[src/sv/leb_pkg.sv]
`default_nettype none

package leb_pkg;

  localparam int unsigned ValueW   = 64;
  localparam int unsigned GroupW   = 7;
  localparam int unsigned MaxBytes = 10;
  localparam int unsigned LenW     = 4;

  localparam logic [7:0] PayloadMask = 8'h7F;
  localparam logic [7:0] MoreBit     = 8'h80;
  localparam logic [7:0] SignBit     = 8'h40;

  localparam logic ModeUnsigned = 1'b0;
  localparam logic ModeSigned   = 1'b1;

  typedef enum logic [1:0] {
    StIdle,
    StSize,
    StEmit
  } leb_state_e;

  // controller -> datapath
  typedef struct packed {
    logic load;   // capture input beat
    logic size;   // register encoded length
    logic shift;  // step to the next group
  } leb_cmd_t;

  // datapath -> controller
  typedef struct packed {
    logic last;   // current byte is the final one
  } leb_stat_t;

endpackage

`default_nettype wire

[src/sv/leb128_encoder.sv]
// LEB128 encoder.
// Input channel (in_valid_i / in_ready_o): one beat carries a 64-bit value_i
// and cmd_i (0 unsigned, 1 signed two's complement).
// Output channel (out_valid_o / out_ready_i): one beat per encoded byte, least
// significant group first; out_byte_o bit 7 marks a following byte, last_o
// flags the final byte and total_bytes_o (1 to 10) rides on every beat.
// Timing: after an input beat is taken, state StSize registers the encoded
// length, then bytes go out one per cycle while the receiver is ready.
// An item of N bytes passes through the sizing state and then N output
// beats, one per byte; the next input beat is taken once back in idle.
// One item is in flight at a time: in_ready_o is high only when idle.
// A stalled receiver simply holds the current byte and all state; nothing
// is dropped. Reset returns the controller to idle with no output pending.
`default_nettype none

module leb128_encoder
  import leb_pkg::*;
(
  input  wire logic         clk_i,
  input  wire logic         rst_ni,
  input  wire logic         in_valid_i,
  output logic              in_ready_o,
  input  wire logic         cmd_i,
  input  wire logic [63:0]  value_i,
  output logic              out_valid_o,
  input  wire logic         out_ready_i,
  output logic [7:0]        out_byte_o,
  output logic              last_o,
  output logic [3:0]        total_bytes_o
);

  leb_cmd_t  cmd;
  leb_stat_t stat;

  leb_ctrl u_ctrl (
    .clk_i       (clk_i),
    .rst_ni      (rst_ni),
    .in_valid_i  (in_valid_i),
    .in_ready_o  (in_ready_o),
    .out_valid_o (out_valid_o),
    .out_ready_i (out_ready_i),
    .stat_i      (stat),
    .cmd_o       (cmd)
  );

  leb_dpath u_dpath (
    .clk_i         (clk_i),
    .rst_ni        (rst_ni),
    .cmd_i         (cmd),
    .cmd_mode_i    (cmd_i),
    .value_i       (value_i),
    .stat_o        (stat),
    .out_byte_o    (out_byte_o),
    .last_o        (last_o),
    .total_bytes_o (total_bytes_o)
  );

endmodule

`default_nettype wire

[src/sv/leb_ctrl.sv]
`default_nettype none

module leb_ctrl
  import leb_pkg::*;
(
  input  wire logic      clk_i,
  input  wire logic      rst_ni,
  input  wire logic      in_valid_i,
  output logic           in_ready_o,
  output logic           out_valid_o,
  input  wire logic      out_ready_i,
  input  wire leb_stat_t stat_i,
  output leb_cmd_t       cmd_o
);

  leb_state_e state_q, state_d;

  // state register
  always_ff @(posedge clk_i or negedge rst_ni) begin
    if (!rst_ni) begin
      state_q <= StIdle;
    end else begin
      state_q <= state_d;
    end
  end

  // next state
  always_comb begin
    state_d = state_q;
    unique case (state_q)
      StIdle: begin
        if (in_valid_i) state_d = StSize;
      end
      StSize: begin
        state_d = StEmit;
      end
      StEmit: begin
        if (out_ready_i && stat_i.last) state_d = StIdle;
      end
      default: state_d = StIdle;
    endcase
  end

  // outputs
  always_comb begin
    in_ready_o  = 1'b0;
    out_valid_o = 1'b0;
    cmd_o       = '0;
    unique case (state_q)
      StIdle: begin
        in_ready_o = 1'b1;
        cmd_o.load = in_valid_i;
      end
      StSize: begin
        cmd_o.size = 1'b1;
      end
      StEmit: begin
        out_valid_o = 1'b1;
        cmd_o.shift = out_ready_i;
      end
      default: begin
        in_ready_o = 1'b0;
      end
    endcase
  end

endmodule

`default_nettype wire

[src/sv/leb_dpath.sv]
`default_nettype none

module leb_dpath
  import leb_pkg::*;
(
  input  wire logic              clk_i,
  input  wire logic              rst_ni,
  input  wire leb_cmd_t          cmd_i,
  input  wire logic              cmd_mode_i,
  input  wire logic [ValueW-1:0] value_i,
  output leb_stat_t              stat_o,
  output logic [7:0]             out_byte_o,
  output logic                   last_o,
  output logic [LenW-1:0]        total_bytes_o
);

  logic              mode_q;
  logic [ValueW-1:0] sh_q, sh_d;
  logic [LenW-1:0]   len_q, len_d;
  logic [LenW-1:0]   idx_q;
  logic              last;
  logic              fill;

  // encoded length: smallest byte count whose groups hold the whole value
  always_comb begin
    logic signed [ValueW-1:0] sv;
    logic        [ValueW-1:0] uv;
    sv    = $signed(sh_q);
    len_d = LenW'(MaxBytes);
    for (int n = MaxBytes - 1; n >= 1; n--) begin
      if (mode_q == ModeSigned) begin
        uv = ValueW'(sv >>> (GroupW * n - 1));
        if (uv == '0 || uv == '1) len_d = LenW'(n);
      end else begin
        uv = sh_q >> (GroupW * n);
        if (uv == '0) len_d = LenW'(n);
      end
    end
  end

  // group shifter, sign fill in signed mode
  assign fill = (mode_q == ModeSigned) & sh_q[ValueW-1];
  assign sh_d = {{GroupW{fill}}, sh_q[ValueW-1:GroupW]};

  // payload registers
  always_ff @(posedge clk_i) begin
    if (cmd_i.load) begin
      mode_q <= cmd_mode_i;
      sh_q   <= value_i;
    end else if (cmd_i.shift) begin
      sh_q   <= sh_d;
    end
    if (cmd_i.size) len_q <= len_d;
  end

  // byte index within the item
  always_ff @(posedge clk_i or negedge rst_ni) begin
    if (!rst_ni) begin
      idx_q <= '0;
    end else if (cmd_i.size) begin
      idx_q <= LenW'(1);
    end else if (cmd_i.shift) begin
      idx_q <= idx_q + LenW'(1);
    end
  end

  assign last        = (idx_q == len_q);
  assign stat_o.last = last;

  // result beat
  assign out_byte_o    = (sh_q[7:0] & PayloadMask) | (last ? 8'h00 : MoreBit);
  assign last_o        = last;
  assign total_bytes_o = len_q;

endmodule

`default_nettype wire
[config.mk]
export PLATFORM = sky130hd
export DESIGN_NAME = leb128_encoder
export DESIGN_NICKNAME = d
export VERILOG_FILES = /design/src/sv/leb_pkg.sv /design/src/sv/leb128_encoder.sv /design/src/sv/leb_ctrl.sv /design/src/sv/leb_dpath.sv
export SDC_FILE = /design/constraint.sdc
export NUM_CORES = 1
export LEC_CHECK = 0
export BUFFER_PORTS_ARGS = -buffer_cell sky130_fd_sc_hd__buf_2
export CORE_UTILIZATION = 45
export DETAILED_ROUTE_END_ITERATION = 10
export GPL_ROUTABILITY_DRIVEN = 0
export HOLD_SLACK_MARGIN = 0.06
export PLACE_DENSITY = 0.7
export SLEW_MARGIN = 10
export SYNTH_ARGS = -nofsm -noshare
export SYNTH_HDL_FRONTEND = slang
export SYNTH_SLANG_ARGS = --single-unit
[constraint.sdc]
create_clock -name clk_i -period 3.3 [get_ports clk_i]
set_clock_uncertainty 0.2 [all_clocks]
set_input_delay 0.495 -clock clk_i [delete_from_list [all_inputs] [get_ports clk_i]]
set_output_delay 0.495 -clock clk_i [all_outputs]
set_load 0.02 [all_outputs]
======== After elaboration in Yosys (flattened, before gate mapping) ========
Cells that the tools add are included.
storage, ports and cells
  bits in registers ....................... 75
  bits of input ports ..................... 69
  output and inout port bits .............. 15
operators by class
  add/subtract/negate cells ............... 1
  equal/unequal tests ..................... 14
  mux-type cells .......................... 40
  bitwise operators ....................... 2
  reductions and logical operators ........ 32
operators with widths
  operator                                        number
  logical NOT 64 bit                              18
  == test 64 bit (second input constant)          9
  2-to-1 mux 64 bit                               2
  2-to-1 mux 4 bit                                27
  logical OR 1 bit                                9
  2-to-1 mux 2 bit                                4
  2-to-1 mux 8 bit                                1
  bitwise OR 7 x 8 -> 8 bit                       1
  case mux 2 bit (3 select lines)                 1
  2-to-1 mux 1 bit                                5
  adder 4 x 1 -> 4 bit (second input constant)    1
  == test 4 bit                                   1
  nonzero test 2 bit                              2
  == test 2 x 1 -> 1 bit (second input constant)  1
  == test 2 bit (second input constant)           1
  logical NOT 2 bit                               1
  != test 2 x 1 -> 1 bit (second input constant)  1
  != test 2 bit (second input constant)           1
  AND reduction 2 bit                             1
  bitwise AND 1 bit                               1
  logical AND 1 bit                               1

======== Depth between registers and ports, before layout ========
Gate-level depths: netlist of the first run.
  depth after elaboration ................. 20
  mapped depth ............................ 8
  gate-level depth less buffers ........... 8

======== Hierarchy ========
A second synthesis of the first run with hierarchy kept.
unflattened totals
  cell total of the unflattened synthesis .. 311
  area, all modules ....................... 3849.9 µm²
modules (own cells, without submodules)
  module     instances  cells each  area an instance (µm²)  seq. area each (µm²)
  leb_dpath  1          301         3751.1                  2172.1
  leb_ctrl   1          10          98.8                    50.0

======== Least setup slack after synthesis of the first run ========
No wires, ideal clock.
  path type ............................... reg2reg
  start ................................... register u_ctrl.state_q[1]
  end ..................................... register u_dpath.sh_q[0], enable pin
  setup time .............................. 0.421 ns
  arrival ................................. 3.212 ns
  required time ........................... 2.679 ns
  path slack .............................. -0.532 ns
  stages on the path, launching flop included .. 8
  period minus slack after synthesis ...... 3.832 ns
  cells stage by stage .................... dfrtp_1 > clkbuf_1 > nor2_1 > and2_1 > clkbuf_1 > buf_1 > clkbuf_1 > a21o_1
RTL lines
  element                 RTL line         RTL
  from (decl)             leb_ctrl.sv:16   leb_state_e state_q, state_d;
  from (signal assigned)  leb_ctrl.sv:21   state_q <= StIdle;
  from (signal assigned)  leb_ctrl.sv:23   state_q <= state_d;
  to (signal assigned)    leb_dpath.sv:49  sh_q <= value_i;
  to (decl)               leb_dpath.sv:18  logic [ValueW-1:0] sh_q, sh_d;

======== Worst setup path in the final report of the first run ========
  start ................................... register u_dpath.sh_q[63]
  end ..................................... register u_dpath.len_q[2] (netlist: u_dpath.total_bytes_o[2]) (data pin)
between the ends
  longest elaborated chain between the ends .. 18
  elaborated cells between the ends (all ways) .. 56
  classes of those cells .................. eq/ne: 8; mux: 24; reduce/logical: 24
ends and longest elaborated chain
  element                                                      RTL line                          RTL
  == test 64 bit / logical NOT 64 bit (equally long branches)  leb_dpath.sv:33                   if (uv == '0 || uv == '1) len_d = LenW'(n);
  logical OR 1 bit                                             leb_dpath.sv:33
  2-to-1 mux 4 bit                                             leb_dpath.sv:33
  2-to-1 mux 4 bit                                             leb_dpath.sv:31                   if (mode_q == ModeSigned) begin
  2-to-1 mux 4 bit, on equally long branches                   leb_dpath.sv:36, leb_dpath.sv:33
  2-to-1 mux 4 bit                                             leb_dpath.sv:31
  2-to-1 mux 4 bit, on equally long branches                   leb_dpath.sv:36, leb_dpath.sv:33
  2-to-1 mux 4 bit                                             leb_dpath.sv:31
  (+3 left out)                                                -
  2-to-1 mux 4 bit                                             leb_dpath.sv:31
  2-to-1 mux 4 bit, on equally long branches                   leb_dpath.sv:36, leb_dpath.sv:33
  2-to-1 mux 4 bit                                             leb_dpath.sv:31
  2-to-1 mux 4 bit, on equally long branches                   leb_dpath.sv:36, leb_dpath.sv:33
  2-to-1 mux 4 bit                                             leb_dpath.sv:31
  2-to-1 mux 4 bit, on equally long branches                   leb_dpath.sv:36, leb_dpath.sv:33
  2-to-1 mux 4 bit (*)                                         leb_dpath.sv:31
  net u_dpath.len_d[2]                                         leb_dpath.sv:19                   logic [LenW-1:0] len_q, len_d;
  to (signal assigned)                                         leb_dpath.sv:53                   if (cmd_i.size) len_q <= len_d;
  to (decl)                                                    leb_dpath.sv:19
The timed path passes the listed nets; every way through them passes the cells marked *.
A chain may end at the register's enable or synchronous reset.

==> results of run 1 <==
## final timing paths
check                                              from                                 end  slack, ps  cells after the start
hold reg to reg            u_dpath.idx_q[3]$_DFFE_PN0P_        u_dpath.idx_q[3]$_DFFE_PN0P_        410                      2
hold / removal                                    cmd_i            u_dpath.mode_q$_DFFE_PP_        120                      1
max in group asynchronous                        rst_ni       u_ctrl.state_q[1]$_DFFE_PN0P_       2460                      2
setup reg to reg             u_dpath.sh_q[63]$_DFFE_PP_  u_dpath.total_bytes_o[2]$_DFFE_PP_        430                      8
min in group asynchronous                        rst_ni        u_dpath.idx_q[1]$_DFFE_PN0P_        300                      2
setup / recovery             u_dpath.sh_q[63]$_DFFE_PP_  u_dpath.total_bytes_o[2]$_DFFE_PP_        430                      8
## stage by stage
| step | setup WS [ps] | total power [mW] | std cells | utilization | instance area, sq um |
|---|---|---|---|---|---|
| global placement | 582.6 | 3.175 | 499 | 0.5268 | 4617 |
| detailed placement | 504.6 | 3.232 | 499 | 0.5268 | 4617 |
| global route | 295.8 | 4.355 | 515 | 0.5578 | 4888 |
| floorplan | 8.773 | 2.851 | 321 | - | 4109 |
| finish | 432.2 | 4.138 | 515 | 0.5578 | 4888 |
| CTS | 479.4 | 4.159 | 515 | 0.5578 | 4888 |
## placed cells by master, fill, tap and decap left out, drive strengths merged, types with 2 or more instances in the layout
cell type,instances
and4,5
xor2,4
and2,4
or4,3
a32oi,2
a21o,11
buf,88
nor4b,2
ha,3
nand2,8
nand4,18
a31oi,3
nor2,18
a21oi,5
or2,2
nand3,12
nor4,15
nand4b,2
o211ai,6
mux2,55
nor3b,3
o21ai,7
o22a,2
bufinv,4
or3,3
dfrtp,6
o21a,2
o22ai,2
clkinv,2
edfxtp,69
clkbuf,9
inv,8
nor3,11
## final cells by class
type                    count  area (sq um)
multi-input cells         220          1764
inverters                   8         30.03
well taps                 108         135.1
clock buffers               9         123.9
repair buffers             89         475.5
clock inverters             6         137.6
flip-flops and latches     75          2222
fillers                   759          3875
## synthesized netlist by cell type (2+ instances only)
| library cell | n | share of area |
|---|---|---|
| edfxtp_1 | 69 | 0.50 |
| mux2_2 | 55 | 0.15 |
| nor2_1 | 18 | 0.016 |
| nand4_1 | 17 | 0.026 |
| nand3_1 | 12 | 0.015 |
| a21o_1 | 11 | 0.020 |
| nor3_1 | 11 | 0.013 |
| nor4_1 | 11 | 0.017 |
| clkbuf_1 | 8 | 0.0073 |
| nand2_1 | 8 | 0.0073 |
| buf_4 | 7 | 0.013 |
| inv_1 | 7 | 0.0064 |
| o21ai_0 | 7 | 0.0085 |
| dfrtp_1 | 6 | 0.037 |
| o211ai_1 | 6 | 0.011 |
| a21oi_1 | 5 | 0.0061 |
| and4_1 | 4 | 0.0085 |
| xor2_1 | 4 | 0.0085 |
| a31oi_1 | 3 | 0.0046 |
| and2_1 | 3 | 0.0046 |
| buf_1 | 3 | 0.0027 |
| ha_1 | 3 | 0.0091 |
| nor3b_1 | 3 | 0.0055 |
| nand4b_1 | 2 | 0.0043 |
| nor4_2 | 2 | 0.0061 |
| nor4_4 | 2 | 0.010 |
| nor4b_1 | 2 | 0.0043 |
| o21a_1 | 2 | 0.0037 |
| o22a_1 | 2 | 0.0043 |
| o22ai_1 | 2 | 0.0030 |
| or3_1 | 2 | 0.0030 |
| or4_1 | 2 | 0.0037 |
## kinds of logic after synthesis
kind of cell               Yosys count  share of synthesized area
buffers and inverters               26                    0.03016
adders and majority gates            3                   0.009139
DFF                                 75                     0.5410
muxes                               55                     0.1508
AOI/OAI and AO/OA                   48                    0.08925
xor gates and xnor gates             4                   0.008528
and+or+nand+nor                    110                     0.1712
## flip-flops by register name, summed over array words and instances (netlist names)
register	cells
u_dpath.sh_q	64
u_dpath.idx_q	4
u_dpath.total_bytes_o	4
u_ctrl.state_q	2
u_dpath.mode_q	1
## per-layer routing
layer | part of all wire | vias to the layer above | wire [um]
met5 | 0 | - | 0
met4 | 0.021 | 0 | 193
met3 | 0.065 | 20 | 581
met2 | 0.48 | 141 | 4316
met1 | 0.43 | 1463 | 3894
li1 | - | 1440 | -
## power by group
part           total (mW)  internal, mW  switching, mW
clock               0.921         0.579          0.343
combinational        1.23         0.567          0.668
sequential           1.98          1.62          0.365
## worst register-to-register path: cells and delay by family, from the launching register on
kind                     cells  cell delay, ps
AO/OA/AOI/OAI                1             250
adder cells (fa/ha/maj)      1             230
buffers and inverters        2             380
flip-flops                   1             530
AND/OR/NAND/NOR              4            1040
## repair_timing
item                                   4_1_cts  5_1_grt
gates resized for setup                      0        0
hold buffers                                 1        0
endpoints found under the hold margin        6        0
==> results.py, run 1 <==
metrics = {
    "yosys": {
        "async_flop_share": 0.08000,
        "ys_warn_count": 0,
        "synthFlopType": "edfxtp_1",
        "netlist_instances": 321,
        "yosys.cell_types.count": 54,
        "netlist_area_sq_um": 4108,
        "ys_ff_latch": 75,
        "synth_nets": 393,
        "syn_avg_cell_area_sq_um": 12.80,
        "yosysSeqAreaShare": 0.5410,
        "synth-edff-count": 69,
    },
    "detailed_routing": {
        "first_iter_violations": 293,
        "wl_per_cell_um": 17.45,
        "antenna_left": 0,
        "firstDrtPassIters": 5,
        "drc": 0,
        "vias": 3064,
        "vias_per_cell": 5.950,
        "wirelength_um": 8985,
    },
    "sta": {
        "relSlewSlack": 0.4170,
        "period_needed_ps": 2868,
        "holdWs_ps": 124.1,
        "rsz0062_at_grt": "no",
        "tns_ps": 0,
        "fmax_mhz": 348.7,
        "report.final.setup_viol": 0,
        "slew_viol_final": 0,
        "tightest_slew_ps": 867.8,
        "hold_viol": 0,
        "period_share": 0.8690,
    },
    "cells_and_area": {
        "syn2layout_area_growth_pct": 19.01,
        "antenna_cells": 0,
        "layout-drive-gt1-share": 0.4300,
        "fin_nets": 475,
    },
    "floorplan": {
        "die_w_um": 97.54,
        "die_h_um": 97.54,
        "rows": 34,
        "initial_utilization": 0.4687,
        "core_region_area_sq_um": 8763,
        "die_area_sq_um": 9514,
        "io_pins": 84,
    },
    "clock_tree": {
        "cts_buffers": 9,
        "htreeDepth": 3,
        "path_clk_slew_ps": 80,
        "clock-sinks": 75,
        "clock-root-buffer": "clkbuf_8",
        "cts_tree": "yes",
        "clk-insertion-delay-late_ps": 350,
        "clockBufferDepth": 2,
        "cts_setup_buffers": 0,
    },
    "power_and_ir_drop": {
        "p_leak_nw": 1.788,
        "power_density_nw_per_um2": 846.4,
        "peakVddDrop_uv": 425.1,
    },
    "worst_setup_path": {
        "worstSetupPathType": "flip-flop to flip-flop",
        "worst_path_largest_cell_delay_ps": 530,
        "worstPathRequired_ps": 3200,
        "cp-start-kind": "flip-flop",
        "crit_path_end_kind": "flip-flop",
        "cp.buffers_inverters": 2,
        "worstPathCellList": "inv_1 > ha_1 > nor3b_1 > buf_4 > nand4_1 > or4_1 > a31o_1 > and4_1",
        "slowest_stage": "edfxtp_1",
        "worstPathArrival_ps": 2770,
        "crit_family": "simple AND/OR/NAND/NOR gates",
        "critPathMaxFanout": 9,
    },
    "grt": {
        "grt_use_met3": 0.03957,
        "grt_max_degree": 65,
        "antenna_found_initial": 0,
        "grt-busiest-layer": "met2",
        "grt_usage": 0.1975,
        "grt_overflow": 0,
        "grt_pass1_wl_um": 14700,
        "use_met2": 0.3292,
        "met1_usage": 0.2518,
        "grt_pass1_vias": 2996,
    },
    "placement": {
        "post-dp-hpwl_um": 6517,
        "place.port_buffers": 83,
    },
    "job": {
        "maxCapViolCount": 0,
    },
    "run_status": {
        "status": "completed",
    },
    "min_path": {
        "hold_class": "primary input to flip-flop",
    },
}
(Power assumes the default switching activity.)
==> inputs of run 2 (changes only) <==
PLACE_DENSITY = 0.71   (was 0.7)
SYNTH_HIERARCHICAL = 1   (was unset)
TNS_END_PERCENT = 50   (was unset)
==> run 2 against run 1 <==
Effect of this change:
- clock power is 27% lower
- sequential share of layout area up 3.6 points
- cell count decreased by 3.3%
- wire length shrank 11%
- via count decreased by 12%
- sequential power fell by 3%
- core utilization shrank 0.95 points
- power shrank 9.2%
- register-to-register slack got worse by 240 ps
- first-iteration DRC count decreased by 45%
- critical path depth down 1
- setup slack worse by 240 ps
- largest power group unchanged
==> results.py, run 2 <==
metrics = {
    "run_status": {
        "status": "completed",
    },
    "floorplan": {
        "die_w_um": 94.50,
        "io_pins": 84,
        "core_region_area_sq_um": 8258,
        "die_h_um": 94.50,
        "initial_utilization": 0.4662,
        "die_area_sq_um": 8929,
        "rows": 33,
    },
    "cells_and_area": {
        "fin_nets": 461,
        "fin_area_sq_um": 4528,
        "antenna_cells": 0,
        "regMostFlops": "u_dpath/sh_q",
        "layout-drive-gt1-share": 0.4071,
        "most-common-layout-cells": "buf_2 (83), edfxtp_1 (69), mux2_2 (52)",
        "largest_register_ffs": 64,
        "fillers": 715,
        "syn2layout_area_growth_pct": 17.61,
        "final_common_cell": "buf_2",
    },
    "power_and_ir_drop": {
        "p_leak_nw": 1.707,
        "p_sw_mw": 1.254,
        "power_frac_comb": 0.307,
        "p_clk_frac": 0.180,
        "power_density_nw_per_um2": 829.8,
        "p_int_mw": 2.503,
        "switching_share": 0.3339,
        "peakVddDrop_uv": 411.6,
        "power_frac_seq": 0.513,
    },
    "yosys": {
        "netlist_top_cells_count": "edfxtp_1 (69), mux2_2 (52), nand2_1 (28)",
        "yosys-top-cells-area": "edfxtp_1 (54%), mux2_2 (15%), dfrtp_1 (3.9%), nand2_1 (2.7%), nor2_1 (2.5%)",
        "netlist_instances": 311,
        "synth_nets": 383,
        "async_flop_share": 0.08000,
        "yosys.cell_types.count": 43,
        "yosys.area.top_type_share": 0.5382,
        "ys_ff_latch": 75,
        "ys_warn_count": 6,
        "synth_largest_area_cell": "edfxtp_1",
        "yosysMostFrequentCell": "edfxtp_1",
        "synthFlopType": "edfxtp_1",
        "syn_avg_cell_area_sq_um": 12.38,
        "netlist_area_sq_um": 3850,
        "synth-edff-count": 69,
        "yosysSeqAreaShare": 0.5772,
    },
    "detailed_routing": {
        "wl_met3_um": 486,
        "drc": 0,
        "first_iter_violations": 161,
        "firstDrtPassIters": 4,
        "vias_per_cell": 5.424,
        "wirelength_um": 8033,
        "vias": 2701,
        "wl_per_cell_um": 16.13,
        "met1_length_um": 3355,
        "route.met2.wl_um": 4036,
        "antenna_left": 0,
        "top_layer_used": "met4",
    },
    "clock_tree": {
        "clock-sinks": 75,
        "ctsResizeCount": 0,
        "clock-root-buffer": "clkbuf_8",
        "path_clk_slew_ps": 80,
        "clk-insertion-delay-late_ps": 350,
        "cts_tree": "yes",
        "htreeDepth": 3,
        "clockBufferDepth": 2,
        "cts_buffers": 9,
    },
    "sta": {
        "relSlewSlack": 0.5631,
        "slew_viol_final": 0,
        "report.final.setup_viol": 0,
        "rsz0062_at_grt": "no",
        "tightest_slew_ps": 654.0,
        "fmax_mhz": 321.3,
        "tns_ps": 0,
        "period_share": 0.9430,
        "holdWs_ps": 123.9,
        "hold_viol": 0,
        "period_needed_ps": 3112,
    },
    "worst_setup_path": {
        "cp-start-kind": "flip-flop",
        "worstPathRequired_ps": 3210,
        "reg2reg_slack_ps": 190,
        "crit_path_end_kind": "flip-flop",
        "worstSetupPathType": "flip-flop to flip-flop",
        "critPathMaxFanout": 4,
        "worstPathArrival_ps": 3020,
    },
    "placement": {
        "post-dp-hpwl_um": 5751,
        "place_area_sq_um": 4337,
        "place.port_buffers": 83,
    },
    "grt": {
        "grt_max_degree": 65,
        "grt_usage": 0.1979,
        "grt_pass1_wl_um": 13060,
        "grt_overflow": 0,
        "grt_pass1_vias": 2718,
        "antenna_found_initial": 0,
    },
    "min_path": {
        "hold_class": "primary input to flip-flop",
    },
    "job": {
        "maxCapViolCount": 0,
    },
}
## run 2: cell types whose count changed after synthesis, sizes merged, moves of 5 or more
cell,delta
nor4,-5
nand4,-5
nor2,+8
nand2,+20
xnor2,+5
a21o,-8
## run 2: path summary, 6_finish.rpt
path / startpoint / to / cells after the start
setup reg to reg: u_dpath/sh_q[56]$_DFFE_PP_ / u_dpath/total_bytes_o[1]$_DFFE_PP_ / 7
min in group asynchronous: rst_ni / u_dpath/idx_q[3]$_DFFE_PN0P_ / 2
max in group asynchronous: rst_ni / u_ctrl/state_q[0]$_DFFE_PN0P_ / 2
setup / recovery: u_dpath/sh_q[56]$_DFFE_PP_ / u_dpath/total_bytes_o[1]$_DFFE_PP_ / 7
hold reg to reg: u_dpath/idx_q[3]$_DFFE_PN0P_ / u_dpath/idx_q[3]$_DFFE_PN0P_ / 2
hold / removal: cmd_i / u_dpath/mode_q$_DFFE_PP_ / 1
## run 2: kinds of logic after synthesis
kind of cell    Yosys count  synth area share
simple gates            117            0.1553
flops                    75            0.5772
mux                      53            0.1547
compound gates           28           0.05200
buf+inv                  28           0.03510
xor+xnor                  7           0.01592
fa+ha+maj                 3          0.009751
## run 2: area by class of cell
cell class / count / area (sq um) / area share
Clock buffer: 9 / 123.9 / 0.02736
Tap cell: 105 / 131.4 / 0.02901
Sequential cell: 75 / 2222 / 0.4907
Inverter: 9 / 33.78 / 0.007461
Multi-Input combinational cell: 208 / 1494 / 0.3299
Timing Repair Buffer: 86 / 465.4 / 0.1028
Clock inverter: 6 / 57.56 / 0.01271
## run 2: worst max-delay path, stage by stage (launching register included)
cell      delay [ps]
edfxtp_1         410
or4_4            550
or4_4            450
or4_4            550
or2_4            280
nor3_1           200
a21oi_1           90
a21boi_1         150
## run 2: power by group through the flow
stage / sequential [mW] / combinational [mW] / clock [mW]
2_1_floorplan: 1.85 / 0.918 / 0
3_3_place_gp: 1.93 / 1.13 / 0
3_5_place_dp: 1.95 / 1.15 / 0
4_1_cts: 1.93 / 1.16 / 0.690
5_1_grt: 1.98 / 1.27 / 0.726
6_report: 1.93 / 1.15 / 0.675
## run 2: timing repair
| item | CTS | global route |
|---|---|---|
| hold endpoints to repair | 6 | 0 |
| hold buffers | 1 | 0 |
| buffers inserted | 0 | 0 |
## run 2: per-layer routing
layer / global-route usage / vias up
met1: 0.2352 / 1278
met5: 0 / -
li1: - / 1326
met4: 0.09217 / 0
met2: 0.3388 / 81
met3: 0.04670 / 16
## run 2: stage by stage
| step | setup slack, ps | total power [mW] | util | instances |
|---|---|---|---|---|
| 3_5_place_dp | 189.8 | 3.102 | 0.5252 | 482 |
| 2_1_floorplan | 294.6 | 2.764 | - | 311 |
| 4_1_cts | 185.9 | 3.785 | 0.5483 | 498 |
| 3_3_place_gp | 242.9 | 3.058 | 0.5252 | 482 |
| 6_report | 188.1 | 3.757 | 0.5483 | 498 |
| 5_1_grt | 67.93 | 3.976 | 0.5483 | 498 |
